File: src/rtl/core/pdc_pkg.sv
// ----------------------------------------------------------------------------
// pdc_pkg
// Shared types, constants and the CRC-32 byte update for the packet deframer
// with header and payload CRC-32 checks.
// ----------------------------------------------------------------------------
package pdc_pkg;

  // Largest payload length accepted before a length error is flagged
  localparam logic [14:0] MaxPayload = 15'd512;

  // Depth of the transaction queue between the front and back units
  localparam int unsigned QDepth = 2;
  localparam int unsigned QPtrW  = (QDepth > 1) ? $clog2(QDepth) : 1;
  localparam int unsigned QCntW  = $clog2(QDepth + 1);

  // CRC-32 (reflected polynomial) constants
  localparam logic [31:0] CrcPoly = 32'hEDB88320;
  localparam logic [31:0] CrcInit = 32'hFFFFFFFF;

  // Packet type carrying a payload
  localparam logic [1:0] PtypeData = 2'd1;

  // Mask that clears the truncated bit of the first header byte for the CRC
  localparam logic [7:0] HdrCrcMask = 8'hDF;

  // Summary status codes
  typedef enum logic [2:0] {
    ST_OK       = 3'd0,
    ST_BAD_TYPE = 3'd1,
    ST_INCONS   = 3'd2,
    ST_LEN_BIG  = 3'd3,
    ST_HDR_CRC  = 3'd4,
    ST_PAY_CRC  = 3'd5
  } status_e;

  // Work to be done by the back unit for one byte
  typedef enum logic [2:0] {
    OP_NONE,   // byte carries nothing the back unit needs
    OP_CRC,    // fold byte into the running CRC
    OP_PAY,    // fold byte into the running CRC and pass it out
    OP_RX,     // shift byte into the received CRC
    OP_HCHK,   // shift last header CRC byte in, compare, restart the CRC
    OP_PCHK    // shift last payload CRC byte in and compare
  } op_e;

  // Input transaction
  typedef struct packed {
    logic [7:0] data_byte;
    logic       last;
  } in_t;

  // Output transaction
  typedef struct packed {
    logic        kind;
    logic [7:0]  payload_byte;
    logic [1:0]  ptype;
    logic        truncated;
    logic [4:0]  window;
    logic [14:0] length;
    logic [7:0]  seqnum;
    logic [31:0] timestamp;
    logic [2:0]  status;
  } out_t;

  // Classified byte handed from the front unit to the back unit
  typedef struct packed {
    op_e         op;
    logic [7:0]  data;
    logic        last;
    logic [1:0]  ptype;
    logic        truncated;
    logic [4:0]  window;
    logic [14:0] length;
    logic [7:0]  seqnum;
    logic [31:0] timestamp;
    status_e     early_err;
    logic        count_bad;
  } qent_t;

  // One byte of the reflected CRC-32, eight bit steps
  function automatic logic [31:0] crc32_byte(input logic [31:0] crc, input logic [7:0] b);
    logic [31:0] c;
    c = crc ^ {24'd0, b};
    for (int i = 0; i < 8; i++) begin
      c = (c >> 1) ^ (CrcPoly & {32{c[0]}});
    end
    return c;
  endfunction

endpackage

File: src/rtl/core/pdc_front.sv
// ----------------------------------------------------------------------------
// pdc_front
// Accepts packet bytes, tracks the position within the packet, latches the
// header fields and tags each byte with the work the back unit must do.
// ----------------------------------------------------------------------------
module pdc_front #(
  parameter logic [14:0] MaxPayload = pdc_pkg::MaxPayload
) (
  input  logic            clk_i,
  input  logic            rst_ni,
  input  pdc_pkg::in_t    in_i,
  input  logic            push_i,
  output pdc_pkg::qent_t  ent_o
);

  logic [15:0]      cnt_q, cnt_d;
  logic             len2_q, len2_d;
  logic [1:0]       ptype_q, ptype_d;
  logic             tr_q, tr_d;
  logic [4:0]       win_q, win_d;
  logic [14:0]      len_q, len_d;
  logic [7:0]       seq_q, seq_d;
  logic [31:0]      ts_q, ts_d;
  pdc_pkg::status_e err_q, err_d;

  logic [7:0]       b;
  logic [15:0]      hl, hdr, p0, pay_end, crc_end, ts_off, hl_n, expected;
  logic             pay_exp, pay_exp_n, len_done;
  pdc_pkg::op_e     op;
  logic [7:0]       crc_data;

  assign b = in_i.data_byte;

  // Classify the byte and work out the next header state
  always_comb begin
    cnt_d    = cnt_q;
    len2_d   = len2_q;
    ptype_d  = ptype_q;
    tr_d     = tr_q;
    win_d    = win_q;
    len_d    = len_q;
    seq_d    = seq_q;
    ts_d     = ts_q;
    err_d    = err_q;
    op       = pdc_pkg::OP_NONE;
    crc_data = b;
    len_done = 1'b0;

    hl      = 16'd2 + {15'd0, len2_q};
    hdr     = hl + 16'd5;
    p0      = hl + 16'd9;
    pay_end = p0 + {1'b0, len_q};
    crc_end = pay_end + 16'd4;
    ts_off  = cnt_q - hl - 16'd1;
    pay_exp = (ptype_q == pdc_pkg::PtypeData) && !tr_q && (len_q != 15'd0) &&
              (err_q == pdc_pkg::ST_OK);

    if (cnt_q == 16'd0) begin
      ptype_d  = b[7:6];
      tr_d     = b[5];
      win_d    = b[4:0];
      if (b[7:6] == 2'd0) begin
        err_d = pdc_pkg::ST_BAD_TYPE;
      end else if (b[7:6] != pdc_pkg::PtypeData && b[5]) begin
        err_d = pdc_pkg::ST_INCONS;
      end
      op       = pdc_pkg::OP_CRC;
      crc_data = b & pdc_pkg::HdrCrcMask;
    end else if (cnt_q == 16'd1) begin
      op = pdc_pkg::OP_CRC;
      if (b[7]) begin
        len2_d = 1'b1;
        len_d  = {b[6:0], 8'd0};
      end else begin
        len_d    = {7'd0, b};
        len_done = 1'b1;
      end
    end else if (cnt_q == 16'd2 && len2_q) begin
      op       = pdc_pkg::OP_CRC;
      len_d    = len_q | {7'd0, b};
      len_done = 1'b1;
    end else if (cnt_q == hl) begin
      op    = pdc_pkg::OP_CRC;
      seq_d = b;
    end else if (cnt_q > hl && cnt_q < hdr) begin
      op = pdc_pkg::OP_CRC;
      case (ts_off[1:0])
        2'd0:    ts_d[7:0]   = b;
        2'd1:    ts_d[15:8]  = b;
        2'd2:    ts_d[23:16] = b;
        default: ts_d[31:24] = b;
      endcase
    end else if (cnt_q >= hdr && cnt_q < p0) begin
      op = (cnt_q == p0 - 16'd1) ? pdc_pkg::OP_HCHK : pdc_pkg::OP_RX;
    end else if (pay_exp && cnt_q < pay_end) begin
      op = pdc_pkg::OP_PAY;
    end else if (pay_exp && cnt_q < crc_end) begin
      op = (cnt_q == crc_end - 16'd1) ? pdc_pkg::OP_PCHK : pdc_pkg::OP_RX;
    end

    // Flag an oversized length once it is complete
    if (len_done && err_q == pdc_pkg::ST_OK && len_d > MaxPayload) begin
      err_d = pdc_pkg::ST_LEN_BIG;
    end

    // Saturating byte count
    if (cnt_q != 16'hFFFF) begin
      cnt_d = cnt_q + 16'd1;
    end

    // Expected packet size from the updated header
    hl_n      = 16'd2 + {15'd0, len2_d};
    pay_exp_n = (ptype_d == pdc_pkg::PtypeData) && !tr_d && (len_d != 15'd0) &&
                (err_d == pdc_pkg::ST_OK);
    expected  = pay_exp_n ? (hl_n + 16'd13 + {1'b0, len_d}) : (hl_n + 16'd9);
  end

  // Build the queue entry
  always_comb begin
    ent_o.op        = op;
    ent_o.data      = crc_data;
    ent_o.last      = in_i.last;
    ent_o.ptype     = ptype_d;
    ent_o.truncated = tr_d;
    ent_o.window    = win_d;
    ent_o.length    = len_d;
    ent_o.seqnum    = seq_d;
    ent_o.timestamp = ts_d;
    ent_o.early_err = err_d;
    ent_o.count_bad = (cnt_d != expected);
  end

  // Advance header state; return to reset after the final byte
  always_ff @(posedge clk_i or negedge rst_ni) begin
    if (!rst_ni) begin
      cnt_q   <= '0;
      len2_q  <= 1'b0;
      ptype_q <= '0;
      tr_q    <= 1'b0;
      win_q   <= '0;
      len_q   <= '0;
      seq_q   <= '0;
      ts_q    <= '0;
      err_q   <= pdc_pkg::ST_OK;
    end else if (push_i && in_i.last) begin
      cnt_q   <= '0;
      len2_q  <= 1'b0;
      ptype_q <= '0;
      tr_q    <= 1'b0;
      win_q   <= '0;
      len_q   <= '0;
      seq_q   <= '0;
      ts_q    <= '0;
      err_q   <= pdc_pkg::ST_OK;
    end else if (push_i) begin
      cnt_q   <= cnt_d;
      len2_q  <= len2_d;
      ptype_q <= ptype_d;
      tr_q    <= tr_d;
      win_q   <= win_d;
      len_q   <= len_d;
      seq_q   <= seq_d;
      ts_q    <= ts_d;
      err_q   <= err_d;
    end
  end

endmodule

File: src/rtl/core/pdc_queue.sv
// ----------------------------------------------------------------------------
// pdc_queue
// Short register queue of classified bytes between the front and back units.
// ----------------------------------------------------------------------------
module pdc_queue (
  input  logic            clk_i,
  input  logic            rst_ni,
  input  logic            push_i,
  input  pdc_pkg::qent_t  ent_i,
  output logic            full_o,
  input  logic            pop_i,
  output logic            empty_o,
  output pdc_pkg::qent_t  ent_o
);

  pdc_pkg::qent_t                  mem_q [pdc_pkg::QDepth];
  logic [pdc_pkg::QPtrW-1:0]       wr_q, wr_d, rd_q, rd_d;
  logic [pdc_pkg::QCntW-1:0]       cnt_q, cnt_d;

  assign full_o  = (cnt_q == pdc_pkg::QCntW'(pdc_pkg::QDepth));
  assign empty_o = (cnt_q == '0);
  assign ent_o   = mem_q[rd_q];

  // Advance pointers with wrap and track the fill level
  always_comb begin
    wr_d  = wr_q;
    rd_d  = rd_q;
    cnt_d = cnt_q;
    if (push_i) begin
      wr_d = (wr_q == pdc_pkg::QPtrW'(pdc_pkg::QDepth - 1)) ? '0 : wr_q + 1'b1;
    end
    if (pop_i) begin
      rd_d = (rd_q == pdc_pkg::QPtrW'(pdc_pkg::QDepth - 1)) ? '0 : rd_q + 1'b1;
    end
    if (push_i && !pop_i) begin
      cnt_d = cnt_q + 1'b1;
    end else if (!push_i && pop_i) begin
      cnt_d = cnt_q - 1'b1;
    end
  end

  always_ff @(posedge clk_i or negedge rst_ni) begin
    if (!rst_ni) begin
      wr_q  <= '0;
      rd_q  <= '0;
      cnt_q <= '0;
    end else begin
      wr_q  <= wr_d;
      rd_q  <= rd_d;
      cnt_q <= cnt_d;
    end
  end

  // Store entries
  always_ff @(posedge clk_i) begin
    if (push_i) begin
      mem_q[wr_q] <= ent_i;
    end
  end

endmodule

File: src/rtl/core/pdc_back.sv
// ----------------------------------------------------------------------------
// pdc_back
// Runs the CRC-32, checks the received header and payload CRCs, and forms
// payload and summary transactions in an output register.
// ----------------------------------------------------------------------------
module pdc_back (
  input  logic            clk_i,
  input  logic            rst_ni,
  input  logic            empty_i,
  input  pdc_pkg::qent_t  ent_i,
  output logic            pop_o,
  output pdc_pkg::out_t   out_o,
  output logic            out_valid_o,
  input  logic            out_stall_i
);

  logic [31:0]   crc_q, crc_d;
  logic [31:0]   rx_q, rx_d;
  logic          hbad_q, hbad_d;
  logic          oval_q, oval_d;
  pdc_pkg::out_t out_q, out_d;

  logic [31:0]   crc_next, rx_next;
  logic          pay_bad, emits;
  logic [2:0]    status;

  assign crc_next = pdc_pkg::crc32_byte(crc_q, ent_i.data);
  assign rx_next  = {rx_q[23:0], ent_i.data};
  assign emits    = ent_i.last || (ent_i.op == pdc_pkg::OP_PAY);
  assign pop_o    = !empty_i && (!emits || !oval_q || !out_stall_i);

  // Carry out the byte's CRC work
  always_comb begin
    crc_d   = crc_q;
    rx_d    = rx_q;
    hbad_d  = hbad_q;
    pay_bad = 1'b0;
    unique case (ent_i.op) inside
      pdc_pkg::OP_CRC,
      pdc_pkg::OP_PAY: begin
        crc_d = crc_next;
      end
      pdc_pkg::OP_RX: begin
        rx_d = rx_next;
      end
      pdc_pkg::OP_HCHK: begin
        hbad_d = (~crc_q != rx_next);
        crc_d  = pdc_pkg::CrcInit;
        rx_d   = '0;
      end
      pdc_pkg::OP_PCHK: begin
        rx_d    = rx_next;
        pay_bad = (~crc_q != rx_next);
      end
      default: begin
      end
    endcase

    // Pick the summary status by priority
    if (ent_i.early_err != pdc_pkg::ST_OK) begin
      status = ent_i.early_err;
    end else if (ent_i.count_bad) begin
      status = pdc_pkg::ST_INCONS;
    end else if (hbad_d) begin
      status = pdc_pkg::ST_HDR_CRC;
    end else if (pay_bad) begin
      status = pdc_pkg::ST_PAY_CRC;
    end else begin
      status = pdc_pkg::ST_OK;
    end

    // Restart the checks after the final byte
    if (ent_i.last) begin
      crc_d  = pdc_pkg::CrcInit;
      rx_d   = '0;
      hbad_d = 1'b0;
    end
  end

  // Form the output transaction
  always_comb begin
    oval_d = oval_q;
    out_d  = out_q;
    if (pop_o && emits) begin
      oval_d = 1'b1;
      if (ent_i.last) begin
        out_d.kind         = 1'b1;
        out_d.payload_byte = '0;
        out_d.ptype        = ent_i.ptype;
        out_d.truncated    = ent_i.truncated;
        out_d.window       = ent_i.window;
        out_d.length       = ent_i.length;
        out_d.seqnum       = ent_i.seqnum;
        out_d.timestamp    = ent_i.timestamp;
        out_d.status       = status;
      end else begin
        out_d              = '0;
        out_d.payload_byte = ent_i.data;
      end
    end else if (!out_stall_i) begin
      oval_d = 1'b0;
    end
  end

  always_ff @(posedge clk_i or negedge rst_ni) begin
    if (!rst_ni) begin
      crc_q  <= pdc_pkg::CrcInit;
      rx_q   <= '0;
      hbad_q <= 1'b0;
      oval_q <= 1'b0;
    end else begin
      oval_q <= oval_d;
      if (pop_o) begin
        crc_q  <= crc_d;
        rx_q   <= rx_d;
        hbad_q <= hbad_d;
      end
    end
  end

  // Hold the output payload
  always_ff @(posedge clk_i) begin
    out_q <= out_d;
  end

  assign out_o       = out_q;
  assign out_valid_o = oval_q;

endmodule

File: src/rtl/core/packet_deframer_crc32_check_unit.sv
// An accepted byte is registered in the queue, then its payload or summary in the output register.
// Throughput: one byte per cycle while the output is not stalled, set by the byte-wide
// CRC-32 update in the back unit. A two-entry queue between front and back absorbs up
// to two transactions while the output is stalled; bytes that yield no result keep
// draining meanwhile. Reset is asynchronous and active low; it returns the header
// tracking, CRC state, queue and output register to idle at once.
// ----------------------------------------------------------------------------
// packet_deframer_crc32_check_unit
// Packet deframer: header field decode, varint length, header and payload
// CRC-32 checks, payload pass-through and a per-packet summary.
// ----------------------------------------------------------------------------
module packet_deframer_crc32_check_unit #(
  parameter logic [14:0] MaxPayload = pdc_pkg::MaxPayload
) (
  input  logic           clk_i,
  input  logic           rst_ni,
  input  pdc_pkg::in_t   in_i,
  input  logic           in_valid_i,
  output logic           in_stall_o,
  output pdc_pkg::out_t  out_o,
  output logic           out_valid_o,
  input  logic           out_stall_i
);

  pdc_pkg::qent_t front_ent, head_ent;
  logic           push, pop, full, empty;

  // Accept a transaction whenever the queue has room
  assign in_stall_o = full;
  assign push       = in_valid_i && !full;

  pdc_front #(
    .MaxPayload (MaxPayload)
  ) u_front (
    .clk_i  (clk_i),
    .rst_ni (rst_ni),
    .in_i   (in_i),
    .push_i (push),
    .ent_o  (front_ent)
  );

  pdc_queue u_queue (
    .clk_i   (clk_i),
    .rst_ni  (rst_ni),
    .push_i  (push),
    .ent_i   (front_ent),
    .full_o  (full),
    .pop_i   (pop),
    .empty_o (empty),
    .ent_o   (head_ent)
  );

  pdc_back u_back (
    .clk_i       (clk_i),
    .rst_ni      (rst_ni),
    .empty_i     (empty),
    .ent_i       (head_ent),
    .pop_o       (pop),
    .out_o       (out_o),
    .out_valid_o (out_valid_o),
    .out_stall_i (out_stall_i)
  );

endmodule
File: config.mk
export PLATFORM = sky130hd
export DESIGN_NAME = packet_deframer_crc32_check_unit
export DESIGN_NICKNAME = d
export VERILOG_FILES = /design/src/rtl/core/pdc_pkg.sv /design/src/rtl/core/pdc_front.sv /design/src/rtl/core/pdc_queue.sv /design/src/rtl/core/pdc_back.sv /design/src/rtl/core/packet_deframer_crc32_check_unit.sv
export SDC_FILE = /design/constraint.sdc
export NUM_CORES = 1
export LEC_CHECK = 0
export BUFFER_PORTS_ARGS = -buffer_cell sky130_fd_sc_hd__buf_2
export CORE_MARGIN = 2
export CORE_UTILIZATION = 40
export CTS_BUF_LIST = sky130_fd_sc_hd__clkbuf_4 sky130_fd_sc_hd__clkbuf_8
export CTS_CLUSTER_SIZE = 10
export DETAILED_ROUTE_END_ITERATION = 16
export GPL_TIMING_DRIVEN = 0
export PLACE_DENSITY = 0.61
export RECOVER_POWER = 25
export SLEW_MARGIN = 5
export SYNTH_ARGS = -nofsm -noshare
export SYNTH_HDL_FRONTEND = slang
export SYNTH_SLANG_ARGS = --single-unit
export TNS_END_PERCENT = 30
File: constraint.sdc
create_clock -name clk_i -period 5.3 [get_ports clk_i]
set_clock_uncertainty 0.1 [all_clocks]
set_input_delay 1.06 -clock clk_i [delete_from_list [all_inputs] [get_ports clk_i]]
set_output_delay 1.06 -clock clk_i [all_outputs]
set_load 0.01 [all_outputs]
# --- Word-level counts from Yosys, hierarchy flattened ---
# Memories as Yosys holds them, arrays and structs flattened.
# Index checks and enable logic that the tools add are counted.
totals:
  wordCells: 214
  mem_bits_rw: 158
  in_bits: 13
  memories: 1
  out_inout_bits: 77
  register_bits: 220
classes:
  n_eq_ne: 20
  add_sub_neg: 18
  bitwise_logic: 11
  mux: 82
  magnitude_cmp: 7
  reduce_logical: 50
memory_table:
  columns: ["name", "words", "width", "read_ports", "rd_clocked_by_memory_dff", "write_ports", "line", "rtl"]
  rows:
  - ["u_queue.mem_q", 2, 79, 1, 0, 1, "pdc_queue.sv:16", "pdc_pkg::qent_t mem_q [pdc_pkg::QDepth];"]
op_table:
  columns: ["cell", "count"]
  rows:
  - ["2-to-1 mux 32 bit", 8]
  - ["XOR 31 x 32 -> 32 bit", 8]
  - ["2-to-1 mux 15 bit", 6]
  - ["2-to-1 mux 8 bit", 10]
  - ["2-to-1 mux 75 bit", 1]
  - ["less-than comparator 16 bit", 4]
  - ["2-to-1 mux 16 bit", 4]
  - ["case mux 32 bit (2 select lines)", 1]
  - ["2-to-1 mux 3 bit", 20]
  - ["case mux 24 bit (2 select lines)", 1]
  - ["adder 16 x 15 -> 16 bit", 2]
  - ["adder 16 x 4 -> 16 bit (second input constant)", 2]
  - ["equality test 16 bit", 2]
  - ["!= test 32 bit", 1]
  - ["inverter 32 bit", 1]
  - ["subtractor 16 x 1 -> 16 bit (second input constant)", 2]
  - ["XOR 32 x 8 -> 32 bit", 1]
  - ["nonzero test 15 bit", 2]
  - ["2-to-1 mux 24 bit", 1]
  - ["2-to-1 mux 1 bit", 21]
  - ["logical AND 1 bit", 20]
  - ["adder 16 x 1 -> 16 bit (second input constant)", 1]
  - ["adder 16 x 3 -> 16 bit (second input constant)", 1]
  - ["equality test 16 x 1 -> 1 bit (second input constant)", 1]
  - ["other kinds (34)", 67]

# --- Longest topological paths before layout ---
depth:
  depth_word: 15
  mapped_depth: 21
  depth_no_buf: 20

# --- By module ---
# A second synthesis with hierarchy kept.
hier_totals:
  cells_unflattened: 1720
  hier_area_um2: 20235.7
modules_own_cells:
  columns: ["mod", "seq_area_each_um2", "n_inst", "area_per_inst_um2", "cells_each"]
  rows:
  - ["pdc_front", 2077.0, 1, 7807.5, 953]
  - ["pdc_queue", 4844.6, 1, 6288.5, 262]
  - ["pdc_back", 3743.6, 1, 6125.9, 504]
  - ["packet_deframer_crc32_check_unit", 0.0, 1, 13.8, 1]

# --- Least setup slack after synthesis ---
# No wires, ideal clock.
synth_path:
  path_type: "input -> register"
  start: "in in_valid_i"
  end: "mem u_queue.mem_q[0][0] (netlist name), enable pin"
  path_stages: 4
  path_buffers: 2
  t_arrival_ns: 4.884
  path_slack_ns: -0.201
  required_time_ns: 4.683
  setup_time_ns: 0.517
  path_cell_list: "nand2_1 clkbuf_1 buf_1 nor2_1"
synth_between:
  elab_chain_len: 3
synth_lines:
  columns: ["element", "line", "rtl"]
  rows:
  - ["start, declared", "packet_deframer_crc32_check_unit.sv:18", "input logic in_valid_i,"]
  - ["logical AND 1 bit", "packet_deframer_crc32_check_unit.sv:30", "assign push = in_valid_i && !full;"]
  - ["2-to-1 mux 1 bit", "pdc_queue.sv:56", "if (push_i) begin"]
  - ["2-to-1 mux 1 bit (not written as such)", "pdc_queue.sv:57", "mem_q[wr_q] <= ent_i;"]
  - ["end, declared", "pdc_queue.sv:16", null]
# No other way between the ends.

==> results.toml <==
[drt]
ant_nets = 0
wirelength_um = 49900
drt_iter0_drc = 945
drc = 0
routedWlPerCell_um = 20.0
first_pass_iters = 6
vias = 13560
via_per_inst = 5.44

[outcome]
outcome = "finished with violations"
violations = "capacitance limit, slew limit"

[yosys]
synth_cells = 1653
ys_seq_elements = 378
muxShareOfSynthArea_pct = 7.19
synth_xor_area_share_pct = 8.14
syn_area_per_cell_um2 = 11.6
syn-num-nets = 1717
synthDistinctLibCells = 83
synth_warnings = 0
ys_seq_area_share_pct = 55.6
synth_top_family_by_area = "simple AND/OR/NAND/NOR gates"
synth-edff-count = 233
synth_ff_type = "edfxtp_1"
async_flop_share_pct = 38.4
yosys.area_share.simple_pct = 11.6
synth_adder_area_share_pct = 3.47
synth_compound_area_share_pct = 11.3
netlist_area_um2 = 19200

[placed_design]
place_hpwl_um = 35600
io_buffer_count = 89
gp_congestion = 0.885

[power]
total_power_w = 0.0134
p_leak_nw = 8.72
p_per_area_nw_per_um2 = 603
power_frac_seq_pct = 35.9
clock_power_share_pct = 18.1
peakVddDrop_mv = 0.264
swShare_pct = 40.0
p_int_w = 0.00803
p_sw_w = 0.00535
combPwrFrac_pct = 46.0

[timing]
worstMarginPinSlew_ps = 4090
timing.final.crit_share_pct = 96.5
period_needed_ps = 5120
setup_viol = 0
slew_headroom_pct = -172
slew_viol_final = 69
fmax_mhz = 195
hold_viol_final = 0

[clocking]
clock_latency_ps = 640
cts_tree = "done"
cts_made_buffers = 56
cts-root-buf = "clkbuf_8"
clk_pin_slew_ps = 70
cts.htree.levels = 2
cts_buffer_depth = 3
cts.sinks = 378
hold_buffers = 0

[final_layout]
multi_input_area_um2 = 8320
final_cell_mix = "edfxtp_1, nor2_1, nand2_1"
fill_cells = 4306
area_growth_pct = 15.8
final_util_pct = 46.7
final_common_cell = "edfxtp_1"
layout-drive-gt1-share_pct = 17.3
layout.nets = 1890
seq_area_um2 = 10700

[floorplanning]
dieWidth_um = 223
ios = 90
row_count = 80
die_h_um = 223
core_area_um2 = 47500
die-area_um2 = 49700
start_util_pct = 40.3

[grt]
antenna_found_initial = 4
grtUsageTotal_pct = 19.9
grt_pass1_vias = 13573
grt_max_degree = 78
overflow = 0
grt_pass1_wl_um = 77100

[critical_path]
critPathLaunchType = "register"
slowest_stage = "xor2_1"
max_stage_delay_ps = 730
cp.arrival_ps = 5440
crit_fanout = 10
crit_path_frequent_cell = "ha_1"
crit_path_end_kind = "register"
crit_chain = "buf_4 -> ha_1 -> buf_6 -> a211o_1 -> o211ai_1 -> xor2_1 -> xnor2_4 -> inv_1 -> ha_1 -> a21oi_1 -> nor2_1 -> a211oi_1 -> o21ai_1 -> maj3_1 -> maj3_2 -> a31oi_1 -> nand4bb_1 -> o31ai_4"
cp.required_ps = 5620
crit_type = "reg2reg"

[run]
cap_violations = 1

[hold_path]
hp-class = "reg2reg"
[stage by stage]
| stage | cell area (µm²) | TNS [ps] | worst slack (ps) | hold WS [ps] | cells |
|---|---|---|---|---|---|
| 2_1_floorplan | 19200 | -31760 | -201 | 365 | 1653 |
| 3_3_place_gp | 20400 | -620110 | -3060 | 382 | 2357 |
| 3_5_place_dp | 20600 | -8140 | -1240 | 387 | 2366 |
| 4_1_cts | 22000 | 0 | 6.29 | 286 | 2478 |
| 5_1_grt | 22200 | -1.96 | -1.07 | 417 | 2490 |
| 6_report | 22200 | 0 | 183 | 403 | 2491 |
[sequential cells by signal, summed over array words and instances, names as in the netlist]
name,flops
u_front.len2_q,1
u_front.win_q,5
u_back.rx_q,24
u_front.ptype_q,2
u_queue.rd_q,1
u_back.out_o,75
u_back.out_valid_o,1
u_back.crc_q,32
u_back.hbad_q,1
u_front.cnt_q,16
u_front.ts_q,32
u_front.seq_q,8
u_front.len_q,15
u_queue.mem_q,158
u_front.tr_q,1
u_front.err_q,3
u_queue.wr_q,1
u_queue.cnt_q,2
[area by class of cell]
class | count | share of cell area, %
repair buffers | 116 | 3.34
multi-input cells | 1144 | 37.5
diodes | 2 | 0.0225
clock buffers | 81 | 4.60
clock inverters | 25 | 0.654
flip-flops and latches | 378 | 48.1
well taps | 615 | 3.47
inverters | 47 | 0.812
plain buffers | 83 | 1.56
[metal layers]
layer	track usage, %	routed length, µm	up-vias
met5	0	30	-
met4	6.45	1320	4
met3	2.83	2420	89
met2	33.2	23900	348
met1	26.7	22200	6738
li1	-	-	6381
[cells by family after synthesis]
logic type,Yosys count
compound gates,315
mux,132
flops,378
fa+ha+maj,53
xor+xnor,171
simple gates,473
buf+inv,131
[cells in the mapped netlist, types with 6 or more instances]
cell / instances / area, µm²
nor2_1: 158 / 593
mux2_2: 44 / 495
nand2b_1: 8 / 50.1
o31ai_1: 13 / 97.6
or4_1: 7 / 52.6
o21a_1: 8 / 60.1
clkbuf_1: 62 / 233
nand2_1: 147 / 552
nor3_1: 21 / 105
nor4_1: 17 / 106
xor2_1: 46 / 403
a21oi_1: 75 / 375
and2_1: 6 / 37.5
nor2b_1: 11 / 68.8
a31oi_1: 8 / 50.1
o211ai_1: 6 / 45.0
inv_1: 47 / 176
ha_1: 50 / 626
edfxtp_1: 233 / 7000
dfrtp_1: 113 / 2830
a211oi_1: 10 / 75.1
xnor2_1: 120 / 1050
or3_1: 9 / 56.3
buf_2: 10 / 50.1
buf_1: 9 / 33.8
o21ai_0: 72 / 360
mux2i_1: 87 / 871
and3_1: 10 / 62.6
nand4_1: 18 / 113
dfstp_2: 32 / 841
nand3_1: 33 / 165
a22oi_1: 8 / 60.1
a22o_1: 57 / 499
a21o_1: 9 / 67.6
[worst max-delay path, delay by kind of cell (launching register included)]
| family | cells | cell delay, ps |
|---|---|---|
| AO/OA/AOI/OAI | 7 | 1450 |
| adder cells (fa/ha/maj) | 4 | 1290 |
| XOR/XNOR | 2 | 930 |
| flip-flops | 1 | 440 |
| buffers and inverters | 3 | 440 |
| AND/OR/NAND/NOR | 2 | 230 |
[final timing paths]
check,from,end,slack (ps),cells past startpoint
worst max-delay path,u_front.len2_q$_DFFE_PN0P_,u_queue.mem_q[1][78]$_DFFE_PP_,180,18
worst min-delay path,u_front.ts_q[13]$_DFFE_PN0P_,u_front.ts_q[13]$_DFFE_PN0P_,400,1
worst max register to register,u_front.len2_q$_DFFE_PN0P_,u_queue.mem_q[1][78]$_DFFE_PP_,180,18
worst min register to register,u_front.ts_q[13]$_DFFE_PN0P_,u_front.ts_q[13]$_DFFE_PN0P_,400,1
max in group asynchronous,rst_ni,u_front.cnt_q[13]$_DFFE_PN0P_,1040,1
min in group asynchronous,rst_ni,u_back.rx_q[20]$_DFFE_PN0P_,1760,1
[timing repair]
item / 4_1_cts / 5_1_grt
setup buffers: 7 / 11
pin swaps: 7 / 11
endpoints found under the setup margin: 8 / 8
resized for setup: 32 / 34
[power groups by stage]
stage | sequential [W] | clock (W) | combinational [W]
floorplan | 0.00500 | 0 | 0.00412
global placement | 0.00496 | 0 | 0.00582
detailed placement | 0.00486 | 0 | 0.00609
CTS | 0.00481 | 0.00248 | 0.00618
global route | 0.00490 | 0.00259 | 0.00676
finish | 0.00481 | 0.00242 | 0.00615
(Power assumes the default switching activity.)
